[config.mk]
export PLATFORM = sky130hd
export DESIGN_NAME = pulse_peak_detector_bpm_core
export DESIGN_NICKNAME = d
export VERILOG_FILES = /design/src/rtl/ppd_pkg.sv /design/src/rtl/pulse_peak_detector_bpm_core.sv /design/src/rtl/ppd_div.sv /design/src/rtl/ppd_ctrl.sv /design/src/rtl/ppd_datapath.sv
export SDC_FILE = /design/constraint.sdc
export NUM_CORES = 1
export LEC_CHECK = 0
export ABC_CLOCK_PERIOD_IN_PS = 5600
export BUFFER_PORTS_ARGS = -buffer_cell sky130_fd_sc_hd__buf_2
export CAP_MARGIN = 20
export CORE_MARGIN = 10
export CORE_UTILIZATION = 54
export CTS_BUF_LIST = sky130_fd_sc_hd__clkbuf_4
export CTS_CLUSTER_DIAMETER = 100
export DETAILED_ROUTE_END_ITERATION = 8
export PLACE_DENSITY = 0.71
export SKIP_LAST_GASP = 1
export SLEW_MARGIN = 10
export SYNTH_ARGS = -nofsm -noshare
export SYNTH_HDL_FRONTEND = slang
export SYNTH_SLANG_ARGS = --single-unit
export TNS_END_PERCENT = 10
[constraint.sdc]
create_clock -name clk -period 5.6 [get_ports clk]
set_input_delay 1.12 -clock clk [delete_from_list [all_inputs] [get_ports clk]]
set_output_delay 1.12 -clock clk [all_outputs]
set_load 0.02 [all_outputs]
[src/rtl/ppd_pkg.sv]
// Shared types and constants for the pulse peak detector.
`timescale 1ns / 1ps
package ppd_pkg;

    localparam int LEVEL_W = 24;
    localparam int TIME_W  = 32;
    localparam int RATE_W  = 24;
    localparam int PEAK_W  = 15;
    localparam int PHASE_W = 2;

    localparam logic [PHASE_W-1:0] PHASE_IDLE = 2'd0;
    localparam logic [PHASE_W-1:0] PHASE_UP   = 2'd1;
    localparam logic [PHASE_W-1:0] PHASE_DOWN = 2'd2;

    localparam logic REG_UPPER = 1'b0;
    localparam logic REG_LOWER = 1'b1;

    localparam logic signed [LEVEL_W-1:0] UPPER_RESET = 24'sd512000;
    localparam logic signed [LEVEL_W-1:0] LOWER_RESET = 24'sd25600;

    // 60000 ms per minute scaled by 256 for the Q16.8 result.
    localparam logic [RATE_W-1:0] RATE_NUMERATOR = 24'd15360000;

    typedef struct packed {
        logic load;
        logic eval;
        logic rate_start;
        logic rate_store;
        logic ring_update;
        logic avg_start;
        logic avg_store;
        logic out_load;
    } ppd_cmd_t;

    typedef struct packed {
        logic beat;
        logic interval_zero;
        logic div_done;
        logic out_busy;
    } ppd_status_t;

endpackage

[src/rtl/pulse_peak_detector_bpm_core.sv]
// Top level of the pulse peak detector with averaged beat rate.
// A sample ending no beat is loaded, evaluated, then moved to the output register when free.
// A beat runs two divisions of 24+ceil(log2(RATE_WINDOW+1)) steps on the shared divider,
// or only the averaging division when the interval is zero.
// One item is in work at a time; the next is taken while a result waits in the output register.
// Reset is asynchronous and active low; it clears the detector and the rate ring at once.
`timescale 1ns / 1ps
module pulse_peak_detector_bpm_core #(
    parameter int RATE_WINDOW = 10
) (
    input  logic        clk,
    input  logic        rst_n,
    input  logic        cfg_wen,
    input  logic        cfg_addr,
    input  logic [23:0] cfg_wdata,
    input  logic        s_axis_tvalid,
    output logic        s_axis_tready,
    // sample_level [23:0], time_ms [55:24]
    input  logic [55:0] s_axis_tdata,
    output logic        m_axis_tvalid,
    input  logic        m_axis_tready,
    // average_rate [23:0], peak_level [38:24], detector_phase [40:39], zeros [47:41]
    output logic [47:0] m_axis_tdata,
    // beat_found [0]
    output logic        m_axis_tuser
);
    import ppd_pkg::*;

    ppd_cmd_t           cmd;
    ppd_status_t        sts;
    logic [RATE_W-1:0]  out_rate;
    logic [PEAK_W-1:0]  out_peak;
    logic [PHASE_W-1:0] out_phase;

    ppd_ctrl u_ctrl (
        .clk      (clk),
        .rst_n    (rst_n),
        .in_valid (s_axis_tvalid),
        .in_ready (s_axis_tready),
        .sts      (sts),
        .cmd      (cmd)
    );

    ppd_datapath #(
        .RATE_WINDOW (RATE_WINDOW)
    ) u_datapath (
        .clk       (clk),
        .rst_n     (rst_n),
        .cfg_wen   (cfg_wen),
        .cfg_addr  (cfg_addr),
        .cfg_wdata (cfg_wdata),
        .in_level  (s_axis_tdata[23:0]),
        .in_time   (s_axis_tdata[55:24]),
        .cmd       (cmd),
        .sts       (sts),
        .out_ready (m_axis_tready),
        .out_valid (m_axis_tvalid),
        .out_found (m_axis_tuser),
        .out_rate  (out_rate),
        .out_peak  (out_peak),
        .out_phase (out_phase)
    );

    assign m_axis_tdata = {7'b0, out_phase, out_peak, out_rate};

    // Only one item is in work at a time.
    a_one_item: assert property (@(posedge clk) disable iff (!rst_n)
        s_axis_tvalid && s_axis_tready |=> !s_axis_tready)
        else $error("input taken while an item is in work");

    // A detected beat always leaves the detector tracing down.
    a_beat_phase: assert property (@(posedge clk) disable iff (!rst_n)
        m_axis_tvalid && m_axis_tuser |-> m_axis_tdata[40:39] == PHASE_DOWN)
        else $error("beat reported outside the trace-down phase");

    // The divider finishes only while an item is in work.
    a_div_busy: assert property (@(posedge clk) disable iff (!rst_n)
        sts.div_done |-> !s_axis_tready)
        else $error("divider finished while the block was idle");

endmodule

[src/rtl/ppd_div.sv]
// Serial restoring divider, one quotient bit per cycle.
`timescale 1ns / 1ps
module ppd_div #(
    parameter int N_W = 28,
    parameter int D_W = 32
) (
    input  logic           clk,
    input  logic           rst_n,
    input  logic           start,
    input  logic [N_W-1:0] dividend,
    input  logic [D_W-1:0] divisor,
    output logic           done,
    output logic [N_W-1:0] quotient
);
    localparam int CNT_W = $clog2(N_W);

    logic             busy_reg;
    logic             done_reg;
    logic [CNT_W-1:0] cnt_reg;
    logic [D_W-1:0]   rem_reg;
    logic [N_W-1:0]   quo_reg;
    logic [D_W-1:0]   den_reg;

    logic [D_W:0]     shifted;
    logic [D_W+1:0]   diff;
    logic             fits;
    logic [D_W-1:0]   rem_next;
    logic [N_W-1:0]   quo_next;

    always_comb
    begin
        shifted  = {rem_reg, quo_reg[N_W-1]};
        diff     = {1'b0, shifted} - {2'b00, den_reg};
        fits     = ~diff[D_W+1];
        rem_next = fits ? diff[D_W-1:0] : shifted[D_W-1:0];
        quo_next = {quo_reg[N_W-2:0], fits};
    end

    always_ff @(posedge clk or negedge rst_n)
    begin
        if (!rst_n)
        begin
            busy_reg <= 1'b0;
            done_reg <= 1'b0;
            cnt_reg  <= '0;
        end
        else
        begin
            done_reg <= 1'b0;
            if (start)
            begin
                busy_reg <= 1'b1;
                cnt_reg  <= '0;
            end
            else if (busy_reg)
            begin
                cnt_reg <= cnt_reg + 1'b1;
                if (cnt_reg == CNT_W'(N_W - 1))
                begin
                    busy_reg <= 1'b0;
                    done_reg <= 1'b1;
                end
            end
        end
    end

    always_ff @(posedge clk)
    begin
        if (start)
        begin
            rem_reg <= '0;
            quo_reg <= dividend;
            den_reg <= divisor;
        end
        else if (busy_reg)
        begin
            rem_reg <= rem_next;
            quo_reg <= quo_next;
        end
    end

    assign done     = done_reg;
    assign quotient = quo_reg;

endmodule

[src/rtl/ppd_ctrl.sv]
// Controller state machine that sequences one item through the datapath.
`timescale 1ns / 1ps
module ppd_ctrl (
    input  logic                clk,
    input  logic                rst_n,
    input  logic                in_valid,
    output logic                in_ready,
    input  ppd_pkg::ppd_status_t sts,
    output ppd_pkg::ppd_cmd_t    cmd
);
    import ppd_pkg::*;

    localparam logic [2:0] S_IDLE     = 3'd0;
    localparam logic [2:0] S_EVAL     = 3'd1;
    localparam logic [2:0] S_RATE_DIV = 3'd2;
    localparam logic [2:0] S_RING     = 3'd3;
    localparam logic [2:0] S_AVG_DIV  = 3'd4;
    localparam logic [2:0] S_DONE     = 3'd5;

    logic [2:0] state_reg;
    logic [2:0] state_next;

    always_comb
    begin
        cmd        = '0;
        state_next = state_reg;
        in_ready   = 1'b0;
        case (state_reg)
            S_IDLE:
            begin
                in_ready = 1'b1;
                if (in_valid)
                begin
                    cmd.load   = 1'b1;
                    state_next = S_EVAL;
                end
            end
            S_EVAL:
            begin
                cmd.eval = 1'b1;
                if (!sts.beat)
                begin
                    state_next = S_DONE;
                end
                else if (sts.interval_zero)
                begin
                    state_next = S_RING;
                end
                else
                begin
                    cmd.rate_start = 1'b1;
                    state_next     = S_RATE_DIV;
                end
            end
            S_RATE_DIV:
            begin
                if (sts.div_done)
                begin
                    cmd.rate_store = 1'b1;
                    state_next     = S_RING;
                end
            end
            S_RING:
            begin
                cmd.ring_update = 1'b1;
                cmd.avg_start   = 1'b1;
                state_next      = S_AVG_DIV;
            end
            S_AVG_DIV:
            begin
                if (sts.div_done)
                begin
                    cmd.avg_store = 1'b1;
                    state_next    = S_DONE;
                end
            end
            S_DONE:
            begin
                if (!sts.out_busy)
                begin
                    cmd.out_load = 1'b1;
                    state_next   = S_IDLE;
                end
            end
            default:
            begin
                state_next = S_IDLE;
            end
        endcase
    end

    always_ff @(posedge clk or negedge rst_n)
    begin
        if (!rst_n)
        begin
            state_reg <= S_IDLE;
        end
        else
        begin
            state_reg <= state_next;
        end
    end

endmodule

[src/rtl/ppd_datapath.sv]
// Datapath: thresholds, detector state, rate ring, shared divider and output register.
`timescale 1ns / 1ps
module ppd_datapath #(
    parameter int RATE_WINDOW = 10
) (
    input  logic                          clk,
    input  logic                          rst_n,
    input  logic                          cfg_wen,
    input  logic                          cfg_addr,
    input  logic [ppd_pkg::LEVEL_W-1:0]   cfg_wdata,
    input  logic [ppd_pkg::LEVEL_W-1:0]   in_level,
    input  logic [ppd_pkg::TIME_W-1:0]    in_time,
    input  ppd_pkg::ppd_cmd_t             cmd,
    output ppd_pkg::ppd_status_t          sts,
    input  logic                          out_ready,
    output logic                          out_valid,
    output logic                          out_found,
    output logic [ppd_pkg::RATE_W-1:0]    out_rate,
    output logic [ppd_pkg::PEAK_W-1:0]    out_peak,
    output logic [ppd_pkg::PHASE_W-1:0]   out_phase
);
    import ppd_pkg::*;

    localparam int POS_W  = (RATE_WINDOW > 1) ? $clog2(RATE_WINDOW) : 1;
    localparam int FILL_W = $clog2(RATE_WINDOW + 1);
    localparam int SUM_W  = RATE_W + FILL_W;

    logic signed [LEVEL_W-1:0] upper_reg;
    logic signed [LEVEL_W-1:0] lower_reg;

    logic signed [LEVEL_W-1:0] level_reg;
    logic [TIME_W-1:0]         time_reg;

    logic [PHASE_W-1:0]        phase_reg;
    logic signed [LEVEL_W-1:0] prev_reg;
    logic [TIME_W-1:0]         beat_time_reg;
    logic [TIME_W-1:0]         prior_time_reg;
    logic [PEAK_W-1:0]         peak_reg;
    logic [RATE_W-1:0]         ring_reg [RATE_WINDOW];
    logic [POS_W-1:0]          pos_reg;
    logic [FILL_W-1:0]         filled_reg;
    logic [SUM_W-1:0]          sum_reg;
    logic [RATE_W-1:0]         rate_reg;
    logic [RATE_W-1:0]         held_rate_reg;
    logic                      found_reg;

    logic                      out_valid_reg;
    logic                      out_found_reg;
    logic [RATE_W-1:0]         out_rate_reg;
    logic [PEAK_W-1:0]         out_peak_reg;
    logic [PHASE_W-1:0]        out_phase_reg;

    logic                      full_reset;
    logic                      rising;
    logic                      beat;
    logic [TIME_W-1:0]         interval;
    logic [POS_W-1:0]          pos_next;
    logic [FILL_W-1:0]         filled_next;
    logic [SUM_W-1:0]          sum_next;

    logic                      div_start;
    logic [SUM_W-1:0]          div_dividend;
    logic [TIME_W-1:0]         div_divisor;
    logic                      div_done;
    logic [SUM_W-1:0]          div_quotient;

    always_comb
    begin
        full_reset  = level_reg > upper_reg;
        rising      = level_reg > prev_reg;
        beat        = !full_reset && (phase_reg == PHASE_UP) && !rising;
        interval    = beat_time_reg - prior_time_reg;
        pos_next    = (pos_reg == POS_W'(RATE_WINDOW - 1)) ? '0 : pos_reg + 1'b1;
        filled_next = (filled_reg < FILL_W'(RATE_WINDOW)) ? filled_reg + 1'b1 : filled_reg;
        sum_next    = sum_reg - SUM_W'(ring_reg[pos_reg]) + SUM_W'(rate_reg);

        div_start    = cmd.rate_start | cmd.avg_start;
        div_dividend = cmd.avg_start ? sum_next : SUM_W'(RATE_NUMERATOR);
        div_divisor  = cmd.avg_start ? TIME_W'(filled_next) : interval;

        sts.beat          = beat;
        sts.interval_zero = (interval == '0);
        sts.div_done      = div_done;
        sts.out_busy      = out_valid_reg && !out_ready;
    end

    ppd_div #(
        .N_W (SUM_W),
        .D_W (TIME_W)
    ) u_div (
        .clk      (clk),
        .rst_n    (rst_n),
        .start    (div_start),
        .dividend (div_dividend),
        .divisor  (div_divisor),
        .done     (div_done),
        .quotient (div_quotient)
    );

    always_ff @(posedge clk or negedge rst_n)
    begin
        if (!rst_n)
        begin
            upper_reg      <= UPPER_RESET;
            lower_reg      <= LOWER_RESET;
            phase_reg      <= PHASE_IDLE;
            prev_reg       <= '0;
            beat_time_reg  <= '0;
            prior_time_reg <= '0;
            peak_reg       <= '0;
            for (int i = 0; i < RATE_WINDOW; i++)
            begin
                ring_reg[i] <= '0;
            end
            pos_reg        <= '0;
            filled_reg     <= '0;
            sum_reg        <= '0;
            held_rate_reg  <= '0;
            out_valid_reg  <= 1'b0;
        end
        else
        begin
            if (cfg_wen)
            begin
                case (cfg_addr)
                    REG_UPPER: upper_reg <= cfg_wdata;
                    REG_LOWER: lower_reg <= cfg_wdata;
                    default:   upper_reg <= upper_reg;
                endcase
            end

            if (cmd.eval)
            begin
                if (full_reset)
                begin
                    phase_reg      <= PHASE_IDLE;
                    prev_reg       <= '0;
                    beat_time_reg  <= '0;
                    prior_time_reg <= '0;
                    peak_reg       <= '0;
                end
                else
                begin
                    case (phase_reg)
                        PHASE_IDLE:
                        begin
                            if (level_reg >= lower_reg)
                            begin
                                phase_reg <= PHASE_UP;
                            end
                            prev_reg <= level_reg;
                        end
                        PHASE_UP:
                        begin
                            if (rising)
                            begin
                                beat_time_reg <= time_reg;
                                peak_reg      <= level_reg[LEVEL_W-1] ? '0
                                                 : level_reg[PEAK_W+7:8];
                                prev_reg      <= level_reg;
                            end
                            else
                            begin
                                prior_time_reg <= beat_time_reg;
                                phase_reg      <= PHASE_DOWN;
                            end
                        end
                        default:
                        begin
                            if (level_reg < lower_reg)
                            begin
                                phase_reg <= PHASE_IDLE;
                            end
                            prev_reg <= level_reg;
                        end
                    endcase
                end
            end

            if (cmd.ring_update)
            begin
                ring_reg[pos_reg] <= rate_reg;
                sum_reg           <= sum_next;
                pos_reg           <= pos_next;
                filled_reg        <= filled_next;
            end

            if (cmd.avg_store)
            begin
                held_rate_reg <= div_quotient[RATE_W-1:0];
            end

            if (cmd.out_load)
            begin
                out_valid_reg <= 1'b1;
            end
            else if (out_ready)
            begin
                out_valid_reg <= 1'b0;
            end
        end
    end

    always_ff @(posedge clk)
    begin
        if (cmd.load)
        begin
            level_reg <= in_level;
            time_reg  <= in_time;
        end
        if (cmd.eval)
        begin
            found_reg <= beat;
            rate_reg  <= '0;
        end
        if (cmd.rate_store)
        begin
            rate_reg <= div_quotient[RATE_W-1:0];
        end
        if (cmd.out_load)
        begin
            out_found_reg <= found_reg;
            out_rate_reg  <= held_rate_reg;
            out_peak_reg  <= peak_reg;
            out_phase_reg <= phase_reg;
        end
    end

    assign out_valid = out_valid_reg;
    assign out_found = out_found_reg;
    assign out_rate  = out_rate_reg;
    assign out_peak  = out_peak_reg;
    assign out_phase = out_phase_reg;

endmodule

# After elaboration in Yosys (flattened, before gate mapping)
# Cells that the tools add are included.
# W data, S select, Z words.
[word_totals] ff_bits=679 in_bits=86 output_inout_bits=51
[classes] n_addsub=7 order_cmp=7 n_eq_ne=16 mux=62 bitwise=4 reduce_logical=23
[ops] operator="$bwmux W240" n=1
[ops] operator="$mux W32" n=7
[ops] operator="$mux W24" n=8
[ops] operator="$bmux W24 S4" n=1
[ops] operator="$demux W24 S4" n=1
[ops] operator="$mux W28" n=3
[ops] operator="$mux W15" n=4
[ops] operator="$gt A24 B24 Y1" n=2
[ops] operator="$sub A33 B32 Y34" n=1
[ops] operator="$logic_not A32 Y1" n=1
[ops] operator="$sub A32 B32 Y32" n=1
[ops] operator="$add A28 B24 Y28" n=1
[ops] operator="$sub A28 B24 Y28" n=1
[ops] operator="$ge A24 B24 Y1" n=1
[ops] operator="$lt A24 B24 Y1" n=1
[ops] operator="$mux W1" n=19
[ops] operator="$pmux W3 S6" n=1
[ops] operator="$mux W3" n=5
[ops] operator="$mux W2" n=6
[ops] operator="$mux W4" n=3
[ops] operator="$mux W5" n=2
[ops] operator="$reduce_bool A2 Y1" n=5
[ops] operator="$add A4 B1 Y4 const B" n=2
[ops] operator="$reduce_and A4 Y1" n=2
[ops] operator="25 further kinds" n=40

# Depth between registers and ports, before layout
[logic_depth] ltp_word=8 ltp_mapped=21

# Hierarchy
# Synthesis repeated with hierarchy kept, for this count alone.
[hier_totals] hier_cells=3072 area_unflattened_um2=34416.8
[by_module_without_submodules] module="ppd_datapath" instances=1 cells_per_inst=2455 area_each_um2=28278.4 seq_area_each_um2=15065.7
[by_module_without_submodules] module="ppd_div" instances=1 cells_per_inst=570 area_each_um2=5731.7 seq_area_each_um2=2617.5
[by_module_without_submodules] module="ppd_ctrl" instances=1 cells_per_inst=39 area_each_um2=350.3 seq_area_each_um2=75.1
[by_module_without_submodules] module="pulse_peak_detector_bpm_core" instances=1 cells_per_inst=8 area_each_um2=56.3 seq_area_each_um2=0.0

# Worst setup path after synthesis
# OpenSTA, ideal clock, no wires.
[synth_path] path_type="flip-flop to flip-flop" startpoint="register u_datapath.pos_reg[0]" endpoint="register u_datapath.u_div.quo_reg[27], in the netlist u_datapath.u_div.quotient[27] (data pin)" setup_time_ns=0.271 arrival_ns=4.804 required_time_ns=5.329 setup_slack_ns=0.525 stages_incl_launch_ff=20 n_path_buf=2 path_cell_list="dfrtp_1 -> clkbuf_1 -> buf_1 -> mux4_2 -> mux2i_1 -> o21ai_0 -> fa_1 -> inv_1 -> ha_1 -> a2111oi_0 -> inv_1 -> o211ai_1 -> a41oi_1 -> a22oi_1 -> o21ai_0 -> a31o_2 -> a21oi_1 -> o21bai_1 -> xnor2_1 -> o22ai_1"
[synth_between] elab_chain_cells=8
[synth_lines] item="start: declaration" line_no="ppd_datapath.sv:40" source="logic [POS_W-1:0] pos_reg;"
[synth_lines] item="start signal: assignment" line_no="ppd_datapath.sv:184" source="pos_reg <= pos_next;"
[synth_lines] item="$not A4 Y5 (implied by the code)" line_no="ppd_datapath.sv:75" source="sum_next = sum_reg - SUM_W'(ring_reg[pos_reg]) + SUM_W'(rate_reg);"
[synth_lines] item="$bmux W24 S4" line_no="ppd_datapath.sv:75"
[synth_lines] item="$mux W24 (implied by the code) (2 in series)" line_no="ppd_datapath.sv:75"
[synth_lines] item="$sub A28 B24 Y28" line_no="ppd_datapath.sv:75"
[synth_lines] item="$add A28 B24 Y28" line_no="ppd_datapath.sv:75"
[synth_lines] item="$mux W28" line_no="ppd_datapath.sv:78" source="div_dividend = cmd.avg_start ? sum_next : SUM_W'(RATE_NUMERATOR);"
[synth_lines] item="$mux W28" line_no="ppd_div.sv:69" source="if (start)"
[synth_lines] item="end signal: assignment" line_no="ppd_div.sv:72" source="quo_reg <= dividend;"
[synth_lines] item="end signal: assignment" line_no="ppd_div.sv:78" source="quo_reg <= quo_next;"
[synth_lines] item="end: declaration" line_no="ppd_div.sv:21" source="logic [N_W-1:0] quo_reg;"
# Every way passes these cells. The select of a mux whose other input is x is not followed.
# A chain may end at the register's enable or synchronous reset.

# Final worst setup path
[layout_path] startpoint="register u_datapath.pos_reg[1]" endpoint="register u_datapath.u_div.quo_reg[26], in the netlist u_datapath.u_div.quotient[26] (data pin)"
# The elaborated chain is that of the path after synthesis.

==> out/metrics.csv <==
metric,value,unit
CP cell instances,nor2b_1 > nor2b_2 > buf_4 > a22oi_1 > o21ai_0 > ha_1 > inv_1 > ha_1 > fa_1 > a211oi_1 > or4_1 > nand2_1 > o41ai_1 > o211a_1 > a21oi_1 > a211oi_1 > a21oi_1 > xnor2_1 > o22ai_1,
Initial DRC Count,1968,
share of the synthesized area in the top cell type,33.7,%
R2R depth,19,
main flop type after synthesis,dfrtp_1,
# hold bufs at CTS,0,
met3 GRT Util,5.61,%
synthesis-stage register bit count,679,
number of vias per cell,5.68,
clk buf depth,3,
drc violations,0,
chip height,270,um
post-detail-place hpwl,56900,um
maximum number of pins on one net before global-route repair,115,
Period minus WS final,5.29,ns
status,finished clean,
gr busiest metal,met2,
Non-Filler Instances,4323,
vias in the first global route,25300,
placed cells,3992,
Clock Tree Root,clkbuf_4,
first-pass GRT wire length,134000,um
total gr overflow,0,
worst r2r src,u_datapath.pos_reg[1],
Max-Cap Viols,0,
Rows,91,
grt met2 use,35.9,%
Area growth syn-to-layout,11.9,%
Highest Clock Rate,0.189,GHz
synth cell count leaders,"dfrtp_1 (455), nand2_1 (398), o21ai_0 (366)",
"Seq/Total Area, Yosys",52.6,%
kind of cell adding the most delay to the critical path,compound AO/OA/AOI/OAI gates,
Critical Path AT,6.00,ns
"Clk Latency, worst-skew pair",1.01,ns
Final ANT Viol Nets,0,
WHS,0.244,ns
io pins,137,
Largest register FFs,240,
placer congestion estimate,0.924,
Max VDD drop,0.187,mV
chip width,270,um
leakage,17.3,nW
H-tree lvl count,4,
ys async rst share,68.3,%
post-synthesis cell count,3117,
share of layout cells above drive strength 1,19.8,%
initial core utilization,54.6,%
r2r setup slk,0.31,ns
number of buffers and inverters on the critical path,2,
GRT Total Usage,22.7,%
Worst setup EP type,register,
slowest CP cell,dfrtp_2,
HP Class,input pin to asynchronous set/reset pin,
crit-path max FO,19,
CP required,6.31,ns
main area contributors after synthesis,"dfrtp_1 (34%), edfxtp_1 (16%), ha_1 (6.1%), o21ai_0 (5.4%), nand2_1 (4.4%)",
initial antenna violation count,2,
Setup TNS Final,0,ns
leading cell type by number of instances after synthesis,dfrtp_1,
PD cells,258,nW/um2
Die ar.,72900,um2
CP Launch Type,register,
count of final setup violators,0,
Final Hold Fails,0,
Synth Warn #,0,
Final nets,3612,
Clock Sinks,679,
CTS tree,yes,
Slew Limit Fails,0,
total chip power,9.75,mW
r2r endpoint,u_datapath.u_div.quotient[26],
RSZ-0062 raised after global routing,false,
"wirelength, routed",82600,um
Worst path max stage delay,0.74,ns
Final period util,94.4,%
GRT met1 Usage,29.4,%
core area,61800,um2
Worst Max-Slew Pin Slew,1.16,ns
Synth Area per Inst,10.8,um2
"Cell Area, Synth",33800,um2
"area leader, netlist",dfrtp_1,
"Clk pin slew, worst setup/hold paths",0.07,ns
DR vias,24500,
drt pass-1 iters,8,
CP Class,register to register,
worst-case clock skew,0.0913,ns
Netlist cell types,80,
Routed WL per cell,19.1,um
"EDFF count, synth",183,
I/O Buffers,129,
fill cell count,5079,
Slew HR,22.6,%
total CTS buffers,174,
## per-layer routing
| layer | wire (um) | vias up |
|---|---|---|
| li1 | - | 11600 |
| met1 | 35800 | 12000 |
| met2 | 39000 | 855 |
| met3 | 5730 | 144 |
| met4 | 2120 | 0 |
| met5 | 0 | - |
## per-stage QoR
stage	setup WS, ns	instance area [um2]	util [%]
after floorplan	0.525	33800	-
after global placement	0.464	35400	57.2
after detailed placement	0.263	35400	57.3
after CTS	0.234	37700	61.0
after global routing	0.0537	37800	61.1
final	0.311	37800	61.1
## placed cells by master (no fill, tap or decap), types with 22 or more instances in the layout
master    count
a211oi_1     32
a21o_1       58
a21oi_1     112
a22o_1       73
a22oi_1      24
and2_1       24
buf_2       128
buf_4        53
clkbuf_4    267
clkinv_1     58
dfrtp_1     452
dfxtp_1      32
edfxtp_1    183
fa_1         26
ha_1        165
inv_1       249
mux2_2      104
mux2i_1      40
mux4_2       48
nand2_1     398
nand4_1      22
nor2_1      122
nor2b_1      22
nor3_1       30
o21ai_0     366
xnor2_1      50
xor2_1       28
## final cells by class
type	count	area [um2]	share of cell area, %
Antenna cell	3	7.51	0.0199
Clock buffer	267	2000	5.31
Clock inverter	57	279	0.739
Inverter	271	1020	2.69
Multi-Input combinational cell	2018	14400	38.2
Sequential cell	679	17800	47.0
Tap cell	837	1050	2.77
Timing Repair Buffer	191	1220	3.23
## worst register-to-register path, stage by stage (launching register included)
cell	delay [ns]
dfrtp_2	0.74
nor2b_1	0.15
nor2b_2	0.24
buf_4	0.20
a22oi_1	0.17
o21ai_0	0.12
ha_1	0.30
inv_1	0.04
ha_1	0.21
fa_1	0.44
a211oi_1	0.35
or4_1	0.18
nand2_1	0.05
o41ai_1	0.58
o211a_1	0.32
a21oi_1	0.12
a211oi_1	0.36
a21oi_1	0.16
xnor2_1	0.20
o22ai_1	0.10
## cell families after synthesis
family | synth area share, %
AOI/OAI and AO/OA | 15.4
and+or+nand+nor | 9.59
DFF | 52.6
buffers and inverters | 4.89
muxes | 7.86
adders and majority gates | 7.66
xor gates and xnor gates | 2.02
other | 0.0111
## worst max-delay path by stage
stage	from	endpoint	slack, ns	cells past startpoint
6_report	u_datapath.pos_reg[1]	u_datapath.u_div.quotient[26]	0.31	19
3_3_place_gp	u_datapath.pos_reg[0]	u_datapath.u_div.quotient[27]	0.46	17
2_1_floorplan	u_datapath.pos_reg[0]	u_datapath.u_div.quotient[27]	0.52	19
4_1_cts	u_datapath.pos_reg[0]	u_datapath.u_div.quotient[27]	0.23	17
5_1_grt	u_datapath.pos_reg[0]	u_datapath.u_div.quotient[26]	0.05	19
3_5_place_dp	u_datapath.pos_reg[0]	u_datapath.u_div.quotient[27]	0.26	17
## power by group
group | total [mW] | internal, mW | leakage (nW) | switching [mW]
Sequential | 5.14 | 5.12 | 8.00 | 0.0204
Combinational | 0.317 | 0.118 | 7.91 | 0.199
Clock | 4.29 | 2.20 | 1.35 | 2.09
Total | 9.75 | 7.44 | 17.3 | 2.31
## timing repair
item / in CTS / in global routing
setup buffers: 0 / 1
gates resized for setup: 0 / 1
setup endpoints to repair: 0 / 2
No activity file was read; power rests on OpenSTA's default activity.
